===== src/design/ackt_pkg.sv =====
// Package: shared types, codes and constants for the cook-timer controller.
`default_nettype none

package ackt_pkg;

  // Item modes
  localparam logic [1:0] MODE_TICK  = 2'd0;
  localparam logic [1:0] MODE_ENTRY = 2'd1;
  localparam logic [1:0] MODE_ABORT = 2'd2;

  // Stage codes
  localparam logic [1:0] ST_WAIT  = 2'd0;
  localparam logic [1:0] ST_COOK  = 2'd1;
  localparam logic [1:0] ST_DONE  = 2'd2;
  localparam logic [1:0] ST_ABORT = 2'd3;

  // Configuration register indexes
  localparam int unsigned CFG_IDX_W = 3;
  localparam logic [CFG_IDX_W-1:0] REG_LAMP_THRESHOLD   = 3'd0;
  localparam logic [CFG_IDX_W-1:0] REG_NEAR_LIMIT_MM    = 3'd1;
  localparam logic [CFG_IDX_W-1:0] REG_VALID_MIN_MM     = 3'd2;
  localparam logic [CFG_IDX_W-1:0] REG_VALID_MAX_MM     = 3'd3;
  localparam logic [CFG_IDX_W-1:0] REG_ABORT_HOLD_TICKS = 3'd4;
  localparam int unsigned CFG_DATA_W = 11;

  // Reset values of the configuration registers
  localparam logic [9:0]  LAMP_THRESHOLD_RST   = 10'd30;
  localparam logic [10:0] NEAR_LIMIT_RST       = 11'd200;
  localparam logic [10:0] VALID_MIN_RST        = 11'd20;
  localparam logic [10:0] VALID_MAX_RST        = 11'd2000;
  localparam logic [1:0]  ABORT_HOLD_RST       = 2'd2;

  // Distance scaling: mm = echo * 17 / 600
  localparam int unsigned DIST_W = 22;
  localparam logic [DIST_W-1:0] ECHO_SCALE = 22'd17;
  localparam logic [DIST_W-1:0] MM_SCALE   = 22'd600;

  // Power knob quantization
  localparam logic [3:0] POWER_MAX  = 4'd10;
  localparam logic [9:0] POWER_STEP = 10'd100;

  // Event flag bits
  localparam int unsigned EV_WARN   = 0;
  localparam int unsigned EV_LAMP   = 1;
  localparam int unsigned EV_POWER  = 2;
  localparam int unsigned EV_LATCH  = 3;
  localparam int unsigned EV_FINISH = 4;
  localparam int unsigned EV_ABORT  = 5;

  typedef struct packed {
    logic [3:0] power_level;
    logic       warning_on;
    logic       lamp_on;
    logic [5:0] events;
  } sensor_res_t;

  typedef struct packed {
    logic [1:0] stage;
    logic [3:0] time_tens;
    logic [3:0] time_ones;
    logic       motor_on;
    logic       buzzer_on;
    logic       door_latched;
    logic [5:0] events;
  } timer_res_t;

  // (sample + 100) / 100 clamped to 10: one plus the count of steps passed
  function automatic logic [3:0] power_quantize(input logic [9:0] sample);
    logic [3:0] lvl;
    lvl = 4'd1;
    for (int k = 1; k < int'(POWER_MAX); k++) begin
      if (sample >= 10'(k * int'(POWER_STEP))) begin
        lvl = 4'(k + 1);
      end
    end
    return lvl;
  endfunction

endpackage

`default_nettype wire


===== src/design/ackt_if.sv =====
// Interfaces: input item channel and result channel.
`default_nettype none

interface ackt_in_if;
  logic       valid;
  logic       ready;
  logic [1:0] mode;
  logic [3:0] tens_digit;
  logic [3:0] ones_digit;
  logic [15:0] echo_cycles;
  logic [9:0] brightness_sample;
  logic [9:0] power_sample;

  modport source (output valid, mode, tens_digit, ones_digit, echo_cycles,
                  brightness_sample, power_sample, input ready);
  modport sink   (input valid, mode, tens_digit, ones_digit, echo_cycles,
                  brightness_sample, power_sample, output ready);
endinterface

interface ackt_out_if;
  logic       valid;
  logic       ready;
  logic [1:0] stage;
  logic [3:0] time_tens;
  logic [3:0] time_ones;
  logic [3:0] power_level;
  logic       warning_on;
  logic       lamp_on;
  logic       motor_on;
  logic       buzzer_on;
  logic       door_latched;
  logic [5:0] event_flags;

  modport source (output valid, stage, time_tens, time_ones, power_level, warning_on,
                  lamp_on, motor_on, buzzer_on, door_latched, event_flags, input ready);
  modport sink   (input valid, stage, time_tens, time_ones, power_level, warning_on,
                  lamp_on, motor_on, buzzer_on, door_latched, event_flags, output ready);
endinterface

`default_nettype wire


===== src/design/ackt_sensor.sv =====
// Sensor unit: echo distance warning, lamp switch and power quantization.
`default_nettype none

module ackt_sensor (
  input  wire logic                clk,
  input  wire logic                rst,
  input  wire logic                fire,
  input  wire logic [15:0]         echo_cycles,
  input  wire logic [9:0]          brightness_sample,
  input  wire logic [9:0]          power_sample,
  input  wire logic [9:0]          lamp_threshold,
  input  wire logic [10:0]         near_limit_mm,
  input  wire logic [10:0]         valid_min_mm,
  input  wire logic [10:0]         valid_max_mm,
  output ackt_pkg::sensor_res_t    res
);
  import ackt_pkg::*;

  logic              warning;
  logic              lamp;
  logic              warning_next;
  logic              lamp_next;
  logic [DIST_W-1:0] echo_scaled;
  logic [DIST_W-1:0] lo_bound;
  logic [DIST_W-1:0] hi_bound;
  logic [DIST_W-1:0] near_bound;
  logic              in_range;
  logic              near;

  // Compare echo*17 against limit*600 instead of dividing.
  // mm > min  <=>  echo*17 >= (min+1)*600
  assign echo_scaled = DIST_W'(echo_cycles) * ECHO_SCALE;
  assign lo_bound    = (DIST_W'(valid_min_mm) + DIST_W'(1)) * MM_SCALE;
  assign hi_bound    = DIST_W'(valid_max_mm) * MM_SCALE;
  assign near_bound  = DIST_W'(near_limit_mm) * MM_SCALE;
  assign in_range    = (echo_scaled >= lo_bound) && (echo_scaled < hi_bound);
  assign near        = echo_scaled < near_bound;

  always_comb begin
    warning_next = in_range ? near : warning;
    lamp_next    = brightness_sample < lamp_threshold;
    res.power_level = power_quantize(power_sample);
    res.warning_on  = warning_next;
    res.lamp_on     = lamp_next;
    res.events      = '0;
    res.events[EV_WARN] = in_range && near && !warning;
    res.events[EV_LAMP] = lamp_next != lamp;
  end

  always_ff @(posedge clk) begin
    if (rst) begin
      warning <= 1'b0;
      lamp    <= 1'b0;
    end else if (fire) begin
      warning <= warning_next;
      lamp    <= lamp_next;
    end
  end

endmodule

`default_nettype wire


===== src/design/ackt_timer.sv =====
// Timer sequencer: stage state, countdown, alarm toggling and abort hold.
`default_nettype none

module ackt_timer (
  input  wire logic              clk,
  input  wire logic              rst,
  input  wire logic              fire,
  input  wire logic [1:0]        mode,
  input  wire logic [3:0]        tens_digit,
  input  wire logic [3:0]        ones_digit,
  input  wire logic [3:0]        power_level,
  input  wire logic [1:0]        abort_hold_ticks,
  output ackt_pkg::timer_res_t   res
);
  import ackt_pkg::*;

  logic [1:0] stage,       stage_next;
  logic [3:0] tens_count,  tens_count_next;
  logic [3:0] ones_count,  ones_count_next;
  logic [3:0] last_power,  last_power_next;
  logic       alarm_phase, alarm_phase_next;
  logic       finish_seen, finish_seen_next;
  logic [1:0] abort_ticks, abort_ticks_next;
  logic       motor,       motor_next;
  logic [1:0] hold;
  logic [1:0] ticks_inc;
  logic [5:0] events;

  assign hold      = (abort_hold_ticks == 2'd0) ? 2'd1 : abort_hold_ticks;
  assign ticks_inc = abort_ticks + 2'd1;

  always_comb begin
    stage_next       = stage;
    tens_count_next  = tens_count;
    ones_count_next  = ones_count;
    last_power_next  = last_power;
    alarm_phase_next = alarm_phase;
    finish_seen_next = finish_seen;
    abort_ticks_next = abort_ticks;
    motor_next       = motor;
    events           = '0;
    case (mode)
      MODE_ABORT: begin
        stage_next       = ST_ABORT;
        alarm_phase_next = 1'b0;
        motor_next       = 1'b0;
        finish_seen_next = 1'b0;
        events[EV_ABORT] = 1'b1;
      end
      MODE_ENTRY: begin
        if (stage == ST_WAIT) begin
          tens_count_next  = tens_digit;
          ones_count_next  = ones_digit;
          last_power_next  = power_level;
          stage_next       = ST_COOK;
          events[EV_LATCH] = 1'b1;
        end
      end
      MODE_TICK: begin
        case (stage)
          ST_COOK: begin
            motor_next       = 1'b1;
            events[EV_POWER] = power_level != last_power;
            last_power_next  = power_level;
            if (ones_count != 4'd0) begin
              ones_count_next = ones_count - 4'd1;
            end else if (tens_count != 4'd0) begin
              ones_count_next = 4'd9;
              tens_count_next = tens_count - 4'd1;
            end else begin
              stage_next = ST_DONE;
              motor_next = 1'b0;
            end
          end
          ST_DONE: begin
            // first done tick forces the motor off before the toggle
            if (!finish_seen) begin
              events[EV_FINISH] = 1'b1;
              finish_seen_next  = 1'b1;
              motor_next        = 1'b1;
            end else begin
              motor_next = ~motor;
            end
            alarm_phase_next = ~alarm_phase;
          end
          ST_ABORT: begin
            motor_next = 1'b0;
            if (ticks_inc >= hold) begin
              stage_next       = ST_WAIT;
              abort_ticks_next = 2'd0;
            end else begin
              abort_ticks_next = ticks_inc;
            end
          end
          default: begin
          end
        endcase
      end
      default: begin
      end
    endcase

    res.stage        = stage_next;
    res.time_tens    = tens_count_next;
    res.time_ones    = ones_count_next;
    res.motor_on     = motor_next;
    res.buzzer_on    = alarm_phase_next;
    res.door_latched = (stage_next == ST_COOK) || ((stage_next == ST_DONE) && !finish_seen_next);
    res.events       = events;
  end

  always_ff @(posedge clk) begin
    if (rst) begin
      stage       <= ST_WAIT;
      tens_count  <= 4'd0;
      ones_count  <= 4'd0;
      last_power  <= 4'd0;
      alarm_phase <= 1'b0;
      finish_seen <= 1'b0;
      abort_ticks <= 2'd0;
      motor       <= 1'b0;
    end else if (fire) begin
      stage       <= stage_next;
      tens_count  <= tens_count_next;
      ones_count  <= ones_count_next;
      last_power  <= last_power_next;
      alarm_phase <= alarm_phase_next;
      finish_seen <= finish_seen_next;
      abort_ticks <= abort_ticks_next;
      motor       <= motor_next;
    end
  end

endmodule

`default_nettype wire


===== src/design/appliance_cook_timer_controller_unit.sv =====
// Top level: cook-timer controller with input register, config and result register.
//
//   channel   dir  handshake      transaction
//   items     in   valid/ready    mode, digits, echo, brightness, power sample
//   results   out  valid/ready    stage, digits, power, lamp/warn/motor/buzzer, flags
//   wr_*      in   write enable   register index + data, no read-back
//
// Cycles: one item per clock sustained while results are taken; the result register
// loads when the input register hands its item on, so a result passes the input
// register, then the result register, before it can be taken.
// Reset: rst is synchronous; stage goes to waiting, counters and the result valid
// clear, config takes its reset values.
// Stalls: a held result stops the input register only when both are full; the
// input register frees as the result is taken, so items keep flowing.
`default_nettype none

module appliance_cook_timer_controller_unit (
  input  wire logic                             clk,
  input  wire logic                             rst,
  ackt_in_if.sink                               items,
  ackt_out_if.source                            results,
  input  wire logic                             wr_en,
  input  wire logic [ackt_pkg::CFG_IDX_W-1:0]   wr_index,
  input  wire logic [ackt_pkg::CFG_DATA_W-1:0]  wr_data
);
  import ackt_pkg::*;

  // Configuration registers
  logic [9:0]  lamp_threshold;
  logic [10:0] near_limit_mm;
  logic [10:0] valid_min_mm;
  logic [10:0] valid_max_mm;
  logic [1:0]  abort_hold_ticks;

  // Input register
  logic        item_valid;
  logic [1:0]  item_mode;
  logic [3:0]  item_tens;
  logic [3:0]  item_ones;
  logic [15:0] item_echo;
  logic [9:0]  item_bright;
  logic [9:0]  item_power;

  logic        out_valid;
  logic        out_free;
  logic        fire;

  sensor_res_t sensor_res;
  timer_res_t  timer_res;

  // The result register takes a new result when empty or being drained.
  assign out_free    = !out_valid || results.ready;
  assign fire        = item_valid && out_free;
  assign items.ready = !item_valid || out_free;

  always_ff @(posedge clk) begin
    if (rst) begin
      lamp_threshold   <= LAMP_THRESHOLD_RST;
      near_limit_mm    <= NEAR_LIMIT_RST;
      valid_min_mm     <= VALID_MIN_RST;
      valid_max_mm     <= VALID_MAX_RST;
      abort_hold_ticks <= ABORT_HOLD_RST;
    end else if (wr_en) begin
      case (wr_index)
        REG_LAMP_THRESHOLD:   lamp_threshold   <= wr_data[9:0];
        REG_NEAR_LIMIT_MM:    near_limit_mm    <= wr_data[10:0];
        REG_VALID_MIN_MM:     valid_min_mm     <= wr_data[10:0];
        REG_VALID_MAX_MM:     valid_max_mm     <= wr_data[10:0];
        REG_ABORT_HOLD_TICKS: abort_hold_ticks <= wr_data[1:0];
        default: begin
        end
      endcase
    end
  end

  // Input register: captures a transaction whenever it is free or moving on.
  always_ff @(posedge clk) begin
    if (rst) begin
      item_valid <= 1'b0;
    end else if (items.ready) begin
      item_valid <= items.valid;
    end
  end

  always_ff @(posedge clk) begin
    if (items.ready && items.valid) begin
      item_mode   <= items.mode;
      item_tens   <= items.tens_digit;
      item_ones   <= items.ones_digit;
      item_echo   <= items.echo_cycles;
      item_bright <= items.brightness_sample;
      item_power  <= items.power_sample;
    end
  end

  ackt_sensor u_sensor (
    .clk               (clk),
    .rst               (rst),
    .fire              (fire),
    .echo_cycles       (item_echo),
    .brightness_sample (item_bright),
    .power_sample      (item_power),
    .lamp_threshold    (lamp_threshold),
    .near_limit_mm     (near_limit_mm),
    .valid_min_mm      (valid_min_mm),
    .valid_max_mm      (valid_max_mm),
    .res               (sensor_res)
  );

  ackt_timer u_timer (
    .clk              (clk),
    .rst              (rst),
    .fire             (fire),
    .mode             (item_mode),
    .tens_digit       (item_tens),
    .ones_digit       (item_ones),
    .power_level      (sensor_res.power_level),
    .abort_hold_ticks (abort_hold_ticks),
    .res              (timer_res)
  );

  // Result register
  always_ff @(posedge clk) begin
    if (rst) begin
      out_valid <= 1'b0;
    end else if (out_free) begin
      out_valid <= item_valid;
    end
  end

  always_ff @(posedge clk) begin
    if (fire) begin
      results.stage        <= timer_res.stage;
      results.time_tens    <= timer_res.time_tens;
      results.time_ones    <= timer_res.time_ones;
      results.power_level  <= sensor_res.power_level;
      results.warning_on   <= sensor_res.warning_on;
      results.lamp_on      <= sensor_res.lamp_on;
      results.motor_on     <= timer_res.motor_on;
      results.buzzer_on    <= timer_res.buzzer_on;
      results.door_latched <= timer_res.door_latched;
      results.event_flags  <= timer_res.events | sensor_res.events;
    end
  end

  assign results.valid = out_valid;

  // An item in the input register waits there until it is processed.
  a_item_held: assert property (@(posedge clk) disable iff (rst)
    item_valid && !fire |=> item_valid)
    else $error("input register dropped an unprocessed item");

  // Every processed item shows up as a result on the next cycle.
  a_fire_result: assert property (@(posedge clk) disable iff (rst)
    fire |=> out_valid)
    else $error("processed item produced no result");

  // The door is latched only while cooking or in the done stage.
  a_latch_stage: assert property (@(posedge clk) disable iff (rst)
    out_valid && results.door_latched |-> (results.stage == ST_COOK) ||
                                          (results.stage == ST_DONE))
    else $error("door latched outside cooking or done");

  // An abort flag always comes with the aborted stage.
  a_abort_stage: assert property (@(posedge clk) disable iff (rst)
    out_valid && results.event_flags[EV_ABORT] |-> results.stage == ST_ABORT)
    else $error("abort flag without aborted stage");

endmodule

`default_nettype wire


===== src/flat_wrapper.sv =====
// flat-port wrapper written by rule: the top's interface ports become plain ports
module appliance_cook_timer_controller_unit_flat import ackt_pkg::*;
  (clk, rst, wr_en, wr_index, wr_data, items_valid, items_mode, items_tens_digit, items_ones_digit, items_echo_cycles, items_brightness_sample, items_power_sample, items_ready, results_valid, results_stage, results_time_tens, results_time_ones, results_power_level, results_warning_on, results_lamp_on, results_motor_on, results_buzzer_on, results_door_latched, results_event_flags, results_ready);
  ackt_in_if items_i ();
  ackt_out_if results_i ();
  input  wire logic clk;
  input  wire logic rst;
  input  wire logic wr_en;
  input  wire logic [ackt_pkg::CFG_IDX_W-1:0] wr_index;
  input  wire logic [ackt_pkg::CFG_DATA_W-1:0] wr_data;
  input wire logic [$bits(items_i.valid)-1:0] items_valid;
  input wire logic [$bits(items_i.mode)-1:0] items_mode;
  input wire logic [$bits(items_i.tens_digit)-1:0] items_tens_digit;
  input wire logic [$bits(items_i.ones_digit)-1:0] items_ones_digit;
  input wire logic [$bits(items_i.echo_cycles)-1:0] items_echo_cycles;
  input wire logic [$bits(items_i.brightness_sample)-1:0] items_brightness_sample;
  input wire logic [$bits(items_i.power_sample)-1:0] items_power_sample;
  output wire logic [$bits(items_i.ready)-1:0] items_ready;
  output wire logic [$bits(results_i.valid)-1:0] results_valid;
  output wire logic [$bits(results_i.stage)-1:0] results_stage;
  output wire logic [$bits(results_i.time_tens)-1:0] results_time_tens;
  output wire logic [$bits(results_i.time_ones)-1:0] results_time_ones;
  output wire logic [$bits(results_i.power_level)-1:0] results_power_level;
  output wire logic [$bits(results_i.warning_on)-1:0] results_warning_on;
  output wire logic [$bits(results_i.lamp_on)-1:0] results_lamp_on;
  output wire logic [$bits(results_i.motor_on)-1:0] results_motor_on;
  output wire logic [$bits(results_i.buzzer_on)-1:0] results_buzzer_on;
  output wire logic [$bits(results_i.door_latched)-1:0] results_door_latched;
  output wire logic [$bits(results_i.event_flags)-1:0] results_event_flags;
  input wire logic [$bits(results_i.ready)-1:0] results_ready;
  assign items_i.valid = items_valid;
  assign items_i.mode = items_mode;
  assign items_i.tens_digit = items_tens_digit;
  assign items_i.ones_digit = items_ones_digit;
  assign items_i.echo_cycles = items_echo_cycles;
  assign items_i.brightness_sample = items_brightness_sample;
  assign items_i.power_sample = items_power_sample;
  assign items_ready = items_i.ready;
  assign results_valid = results_i.valid;
  assign results_stage = results_i.stage;
  assign results_time_tens = results_i.time_tens;
  assign results_time_ones = results_i.time_ones;
  assign results_power_level = results_i.power_level;
  assign results_warning_on = results_i.warning_on;
  assign results_lamp_on = results_i.lamp_on;
  assign results_motor_on = results_i.motor_on;
  assign results_buzzer_on = results_i.buzzer_on;
  assign results_door_latched = results_i.door_latched;
  assign results_event_flags = results_i.event_flags;
  assign results_i.ready = results_ready;
  appliance_cook_timer_controller_unit u_core (.clk(clk), .rst(rst), .items(items_i), .results(results_i), .wr_en(wr_en), .wr_index(wr_index), .wr_data(wr_data));
endmodule

===== config.mk =====
export PLATFORM = sky130hd
export DESIGN_NAME = appliance_cook_timer_controller_unit_flat
export DESIGN_NICKNAME = d
export VERILOG_FILES = /design/src/design/ackt_pkg.sv /design/src/design/ackt_if.sv /design/src/design/ackt_sensor.sv /design/src/design/ackt_timer.sv /design/src/design/appliance_cook_timer_controller_unit.sv /design/src/flat_wrapper.sv
export SDC_FILE = /design/constraint.sdc
export NUM_CORES = 1
export LEC_CHECK = 0
export BUFFER_PORTS_ARGS = -buffer_cell sky130_fd_sc_hd__buf_2
export CORE_MARGIN = 4
export CORE_UTILIZATION = 55
export DETAILED_ROUTE_END_ITERATION = 8
export PLACE_DENSITY = 0.74
export REMOVE_ABC_BUFFERS = 1
export SLEW_MARGIN = 40
export SYNTH_ARGS = -nofsm -noshare
export SYNTH_HDL_FRONTEND = slang
export SYNTH_SLANG_ARGS = --single-unit
export TNS_END_PERCENT = 100

===== constraint.sdc =====
create_clock -name clk -period 7.26 [get_ports clk]
set_input_delay 0 -clock clk [delete_from_list [all_inputs] [get_ports clk]]
set_output_delay 0 -clock clk [all_outputs]
set_load 0.05 [all_outputs]

# Word-level counts from Yosys, hierarchy flattened
# Cells that the tools add are included.
[word_totals]
ff_bits = 139
output_inout_bits = 27
[classes]
n_addsub = 4
multipliers = 4
order_cmp = 14
eq_ne = 15
mux = 48
bitwise = 3
n_reduce_logical = 27
[ops]
columns = ["cell", "count"]
rows = [
  ["4-bit 2-to-1 mux", 18],
  ["21-bit less-than comparator", 2],
  ["10-bit greater-or-equal comparator, second input constant", 4],
  ["11-bit by 7-bit multiplier with 18-bit output, second input constant", 2],
  ["10-bit by 9-bit greater-or-equal comparator with 1-bit output, second input constant", 3],
  ["4-bit case mux with 2 select lines", 3],
  ["21-bit by 22-bit greater-or-equal comparator with 1-bit output", 1],
  ["16-bit by 5-bit multiplier with 21-bit output, second input constant", 1],
  ["12-bit by 7-bit multiplier with 19-bit output, second input constant", 1],
  ["1-bit 2-to-1 mux", 14],
  ["2-bit 2-to-1 mux", 7],
  ["11-bit by 1-bit adder with 12-bit output, second input constant", 1],
  ["10-bit by 7-bit greater-or-equal comparator with 1-bit output, second input constant", 1],
  ["10-bit by 8-bit greater-or-equal comparator with 1-bit output, second input constant", 1],
  ["10-bit less-than comparator", 1],
  ["2-bit AND reduction", 5],
  ["2-bit equality test, second input constant", 4],
  ["4-bit nonzero test", 2],
  ["4-bit by 1-bit subtractor with 4-bit output, second input constant", 2],
  ["2-bit by 1-bit equality test with 1-bit output, second input constant", 3],
  ["3-bit by 2-bit equality test with 1-bit output, second input constant", 2],
  ["1-bit logical AND", 6],
  ["2-bit logical NOT", 3],
  ["6-bit by 2-bit OR with 6-bit output", 1],
  ["19 further kinds", 27],
]

# Logic depth before layout (Yosys ltp)
[depth]
ltp_word = 14
depth_mapped = 29
mapped_depth_nobuf = 29

# Cells and area by module
# Synthesis repeated with hierarchy kept, for this count alone.
[hier_totals]
cells_unflattened = 1285
hier_area_um2 = 12459.4
[modules_own_cells]
columns = ["mod", "n_inst", "cells_each", "area_per_inst_um2"]
rows = [
  ["ackt_sensor", 1, 835, 6907.9],
  ["appliance_cook_timer_controller_unit", 1, 262, 4083.9],
  ["ackt_timer", 1, 188, 1467.7],
]

# Worst setup path after synthesis
# No wires, ideal clock.
[synth_path]
kind = "reg-to-reg"
from = "register u_core.valid_min_mm[0]"
to = "register u_core.results.warning_on (data pin)"
setup_ns = 0.272
arrival_time_ns = 5.900
required_time_ns = 6.988
slack_ns = 1.087
path_stages_with_launch = 28
path_buffers = 0
period_less_slack_ns = 6.173
cell_sequence = "dfxtp_1 > ha_1 > and3_1 > nand3_1 > inv_1 > nand3_1 > xor2_1 > inv_1 > ha_1 > ha_1 > fa_1 > inv_1 > fa_1 > inv_1 > ha_1 > o21ai_0 > nor3_1 > a211oi_1 > a21oi_1 > a221oi_1 > xnor2_1 > ha_1 > a211o_1 > a311oi_1 > and3_4 > nor4_4 > nand3b_1 > mux2i_1"
[synth_lines]
columns = ["element", "line_no", "rtl"]
rows = [
  ["from (decl)", "appliance_cook_timer_controller_unit.sv:31", "logic [10:0] valid_min_mm;"],
  ["from (signal assigned)", "appliance_cook_timer_controller_unit.sv:67", "REG_VALID_MIN_MM: valid_min_mm <= wr_data[10:0];"],
  ["to (decl)", "ackt_if.sv:34", "modport source (output valid, stage, time_tens, time_ones, power_level, warning_on,"],
]

==> summary.md <==
| Metric | Value |
|---|---|
| Status | finished, final reports clean |
| Hold path start | wr_index[2] |
| VDD IR max | around 0.00018 V |
| CTS buffer count | 17 |
| Switching pwr | approximately 0.9 mW |
| Clock Latency Late Sink | 0.42 ns |
| Fmax | between 0.15 and 0.2 GHz |
| Yosys warnings | 0 |
| Most used DFF post-synth | edfxtp_1 |
| HP Class | in -> reg |
| Synth Area in Compound Gates | between 10% and 20% |
| Synth area leader | ha_1 |
| Worst reg2reg setup slack | 0.66 ns |
| Die Span Y | between 150 and 200 um |
| Internal | ~1.8 mW |
| Synth Instances | ~1.3k |
| Crit share post-route | between 90% and 100% |
| CTS clk-pin slew, worst paths | about 0.06 ns |
| DRC viols | 0 |
| GRT Total Usage | about a quarter |
| Vias/cell | 5.64 |
| CP Launch Type | flip-flop |
| Top Metal Used | met4 |
| Share of layout cells above drive strength 1 | around a tenth |
| Critical Path End Type | flip-flop |
| RR Startpoint | u_core.valid_min_mm[0] |
| Antenna violations before repair | 0 |
| WL met1 | 12500 um |
| Sw frac | between 30% and 40% |
| Post-synth top area share | about a quarter |
| Pins Over Slew Limit | 0 |
| Adder-cell share of the synthesized area | 30.8% |
| Pwr/cell area | 197 nW/um^2 |
| DR WL met2 | between 10000 and 15000 um |
| Number of flops mapped to enable cells by yosys | just under 70 |
| RR Endpoint | u_core.results.warning_on |
| DR WL/cell | ~16 um |
| Fin nets | around 1.8k |
| Maximum fanout along the worst path | 7 |
| Core footprint | approximately 21000 um^2 |
| Worst Hold End | u_core.abort_hold_ticks[1] |
| Global-route wire length before repair | ~48000 um |
| Worst-margin pin slew | between 0.6 and 0.7 ns |
| Synth top cells by count | 230 x ha_1, 173 x inv_1, 148 x nand2_1, 99 x a21oi_1, 73 x nor2_1 |
| Total power | roughly 2.7 mW |
| Combinational fraction of design power | between 30% and 40% |
| Buffers added on ports | slightly below 90 |
| Antenna Nets Post-Route | 0 |
| Synth Cell Area | approximately 12000 um^2 |
| Total grt overflow | 0 |
| Die area | 24300 um^2 |
| CP arrival | 6.74 ns |
| Fin util | 65.6% |
| Unrepaired setup endpoints after global routing | false |
| Final WL | between 20000 and 30000 um |
| # H-tree levels | 4 |
| Post-synthesis mux area share | less than 1% |
| Syn Area/Cell | about 9 um^2 |
| Die W | approximately 160 um |
| Worst Skew | 0.0139 ns |
| R2R depth | 27 |
| Routability cong. | a little under 0.9 |
| Rows | 53 |
| Layout filler cell count | about 1.7k |
| Initial Utilization | ~56% |
| Worst relative slew slack | 54.3% |
| Max Root-Sink Buffers | 2 |
| Footprint of the multi-input gates | 7840 um^2 |
| Total negative slack | 0 ns |
| Required @ worst endpoint | around 7.4 ns |
| Setup-violating endpoint count in the final report | 0 |
| Met3 WL | about 1700 um |
| Final hold viol count | 0 |
| #FFs+latches synth | ~140 |
| Root buffer cell | clkbuf_16 |
| Synth Area in XOR/XNOR | roughly 4.7% |
| First DRT Iteration DRCs | 494 |
| Pre-antenna DRT Iters | 5 |
| Detailed placer's ending HPWL | roughly 21000 um |
| Synth top area cells | ha_1 24%, edfxtp_1 17%, dfxtp_1 11% |
| P&R area growth vs syn | 16.1% |
| Asr flop ratio synth | 0% |
| Seq. cell area | roughly 3400 um^2 |
| P_leak | 6.61 nW |
| Reported max-cap violation count | 0 |
| Number of global-route vias before repair | roughly 10k |
| Clock power frac | approximately a third |
| Flop pwr share | 32.3% |
| Clock Sinks | roughly 140 |
| Simple logic cell fraction of the synthesized area | between 10% and 20% |
| Via count | roughly 9.9k |
| WS Path Type | reg -> reg |
| I/O pin count | 92 |
| Register area share after synthesis | approximately 29% |
| Largest net degree at the start of global routing | 55 |
| Synth unique cells | 70 |
| CTS tree | built |
| Largest family of logic cells by synthesized area | adder cells |
| Post-route minimum period | about 6.6 ns |
| Hold depth | 3 |
| Count leader, synth | ha_1 |
## placed cells by master, fill, tap and decap left out, drive strengths merged, types with 5 or more instances in the layout
cell and n:
ha 230, inv 176, nand2 148, a21oi 100, buf 93, nor2 73, edfxtp 69, dfxtp 68
dlygate4sd3 58, o21ai 45, xor2 43, fa 41, nor3 33, nand3 23, xnor2 22, a211oi 21
nor2b 20, o211ai 19, clkbuf 19, a21o 16, nand2b 14, and3 14, o21a 11, nand4 11
and2 8, mux2i 7, clkinv 7, or2 6, o22ai 6, a221o 5, o21bai 5, o31ai 5
## how the worst max path moves through the flow
stage                            from                   endpoint  slack, ns  depth (start not counted)
2_1_floorplan  u_core.valid_min_mm[0]  u_core.results.warning_on       1.09                         27
3_3_place_gp   u_core.valid_min_mm[0]  u_core.results.warning_on       0.66                         27
3_5_place_dp   u_core.valid_min_mm[0]  u_core.results.warning_on       0.50                         27
4_1_cts        u_core.valid_min_mm[0]  u_core.results.warning_on       0.48                         27
5_1_grt        u_core.valid_min_mm[0]  u_core.results.warning_on       0.09                         27
6_report       u_core.valid_min_mm[0]  u_core.results.warning_on       0.66                         27
## what timing repair did
action,CTS,global route
endpoints found under the setup margin,0,2
resized for setup,0,1
hold endpoints to repair,91,0
hold buffers,58,0
setup buffers,0,0
## routing by layer
metal / GRT usage [%] / vias to the layer above
met3: 4.77 / 55
met1: 30.9 / 4628
met2: 41.2 / 279
met5: 0 / -
li1: - / 4913
met4: 8.88 / 0
## worst max-delay path, stage by stage, from the launching register on
cell and delay [ns]:
dfxtp_1 0.45, ha_1 0.22, and3_1 0.19, nand3_1 0.13, inv_1 0.10, nand3_1 0.09, xor2_1 0.26, inv_1 0.14
ha_1 0.31, ha_1 0.30, fa_1 0.54, inv_1 0.05, fa_1 0.50, inv_1 0.04, ha_1 0.32, o21ai_0 0.23
nor3_1 0.11, a211oi_2 0.35, a21oi_1 0.15, a221oi_1 0.36, xnor2_1 0.17, ha_1 0.26, a211o_1 0.28, a311oi_1 0.25
and3_4 0.23, nor4_4 0.04, nand3b_1 0.16, mux2i_1 0.10
## power by group through the flow
stage	registers [mW]	clock network (mW)	logic (mW)
after detailed placement	0.901	0	0.873
final	0.886	0.936	0.921
after global placement	0.902	0	0.842
after global routing	0.891	0.985	1.05
after CTS	0.886	0.944	0.914
after floorplan	0.924	0	0.634
## flip-flops by register name, summed over array words and instances (netlist names), 6 cells and up
register and count:
u_core.item_echo 16, u_core.near_limit_mm 11, u_core.valid_max_mm 11, u_core.valid_min_mm 11
u_core.item_bright 10, u_core.lamp_threshold 10, u_core.item_power 8, u_core.results.event_flags 6
## cells by family (layout without fill, tap and decap cells)
kind of cell	after synthesis	after routing
compound gates	274	274
xor+xnor	65	65
fa+ha+maj	271	271
buf+inv	199	357
flops	137	137
mux	7	7
other cells	0	1
simple gates	365	365
## metrics by stage
step	area, um^2	cells	worst slack, ns	hold WS [ns]
floorplan	11900	1293	1.09	0.0691
global placement	12700	1661	0.664	0.176
detailed placement	12700	1661	0.503	0.178
CTS	14000	1751	0.476	0.0233
global route	14000	1751	0.0874	0.0607
finish	14000	1752	0.663	0.0297
## layout make-up
type	count	share of cell area [%]
multi-input cells	982	56.2
flip-flops and latches	137	24.6
repair buffers	151	7.56
inverters	174	4.68
clock buffers	19	3.10
well taps	275	2.46
clock inverters	13	1.39
diodes	1	0.0179
Power figures use the tool's default switching activity.
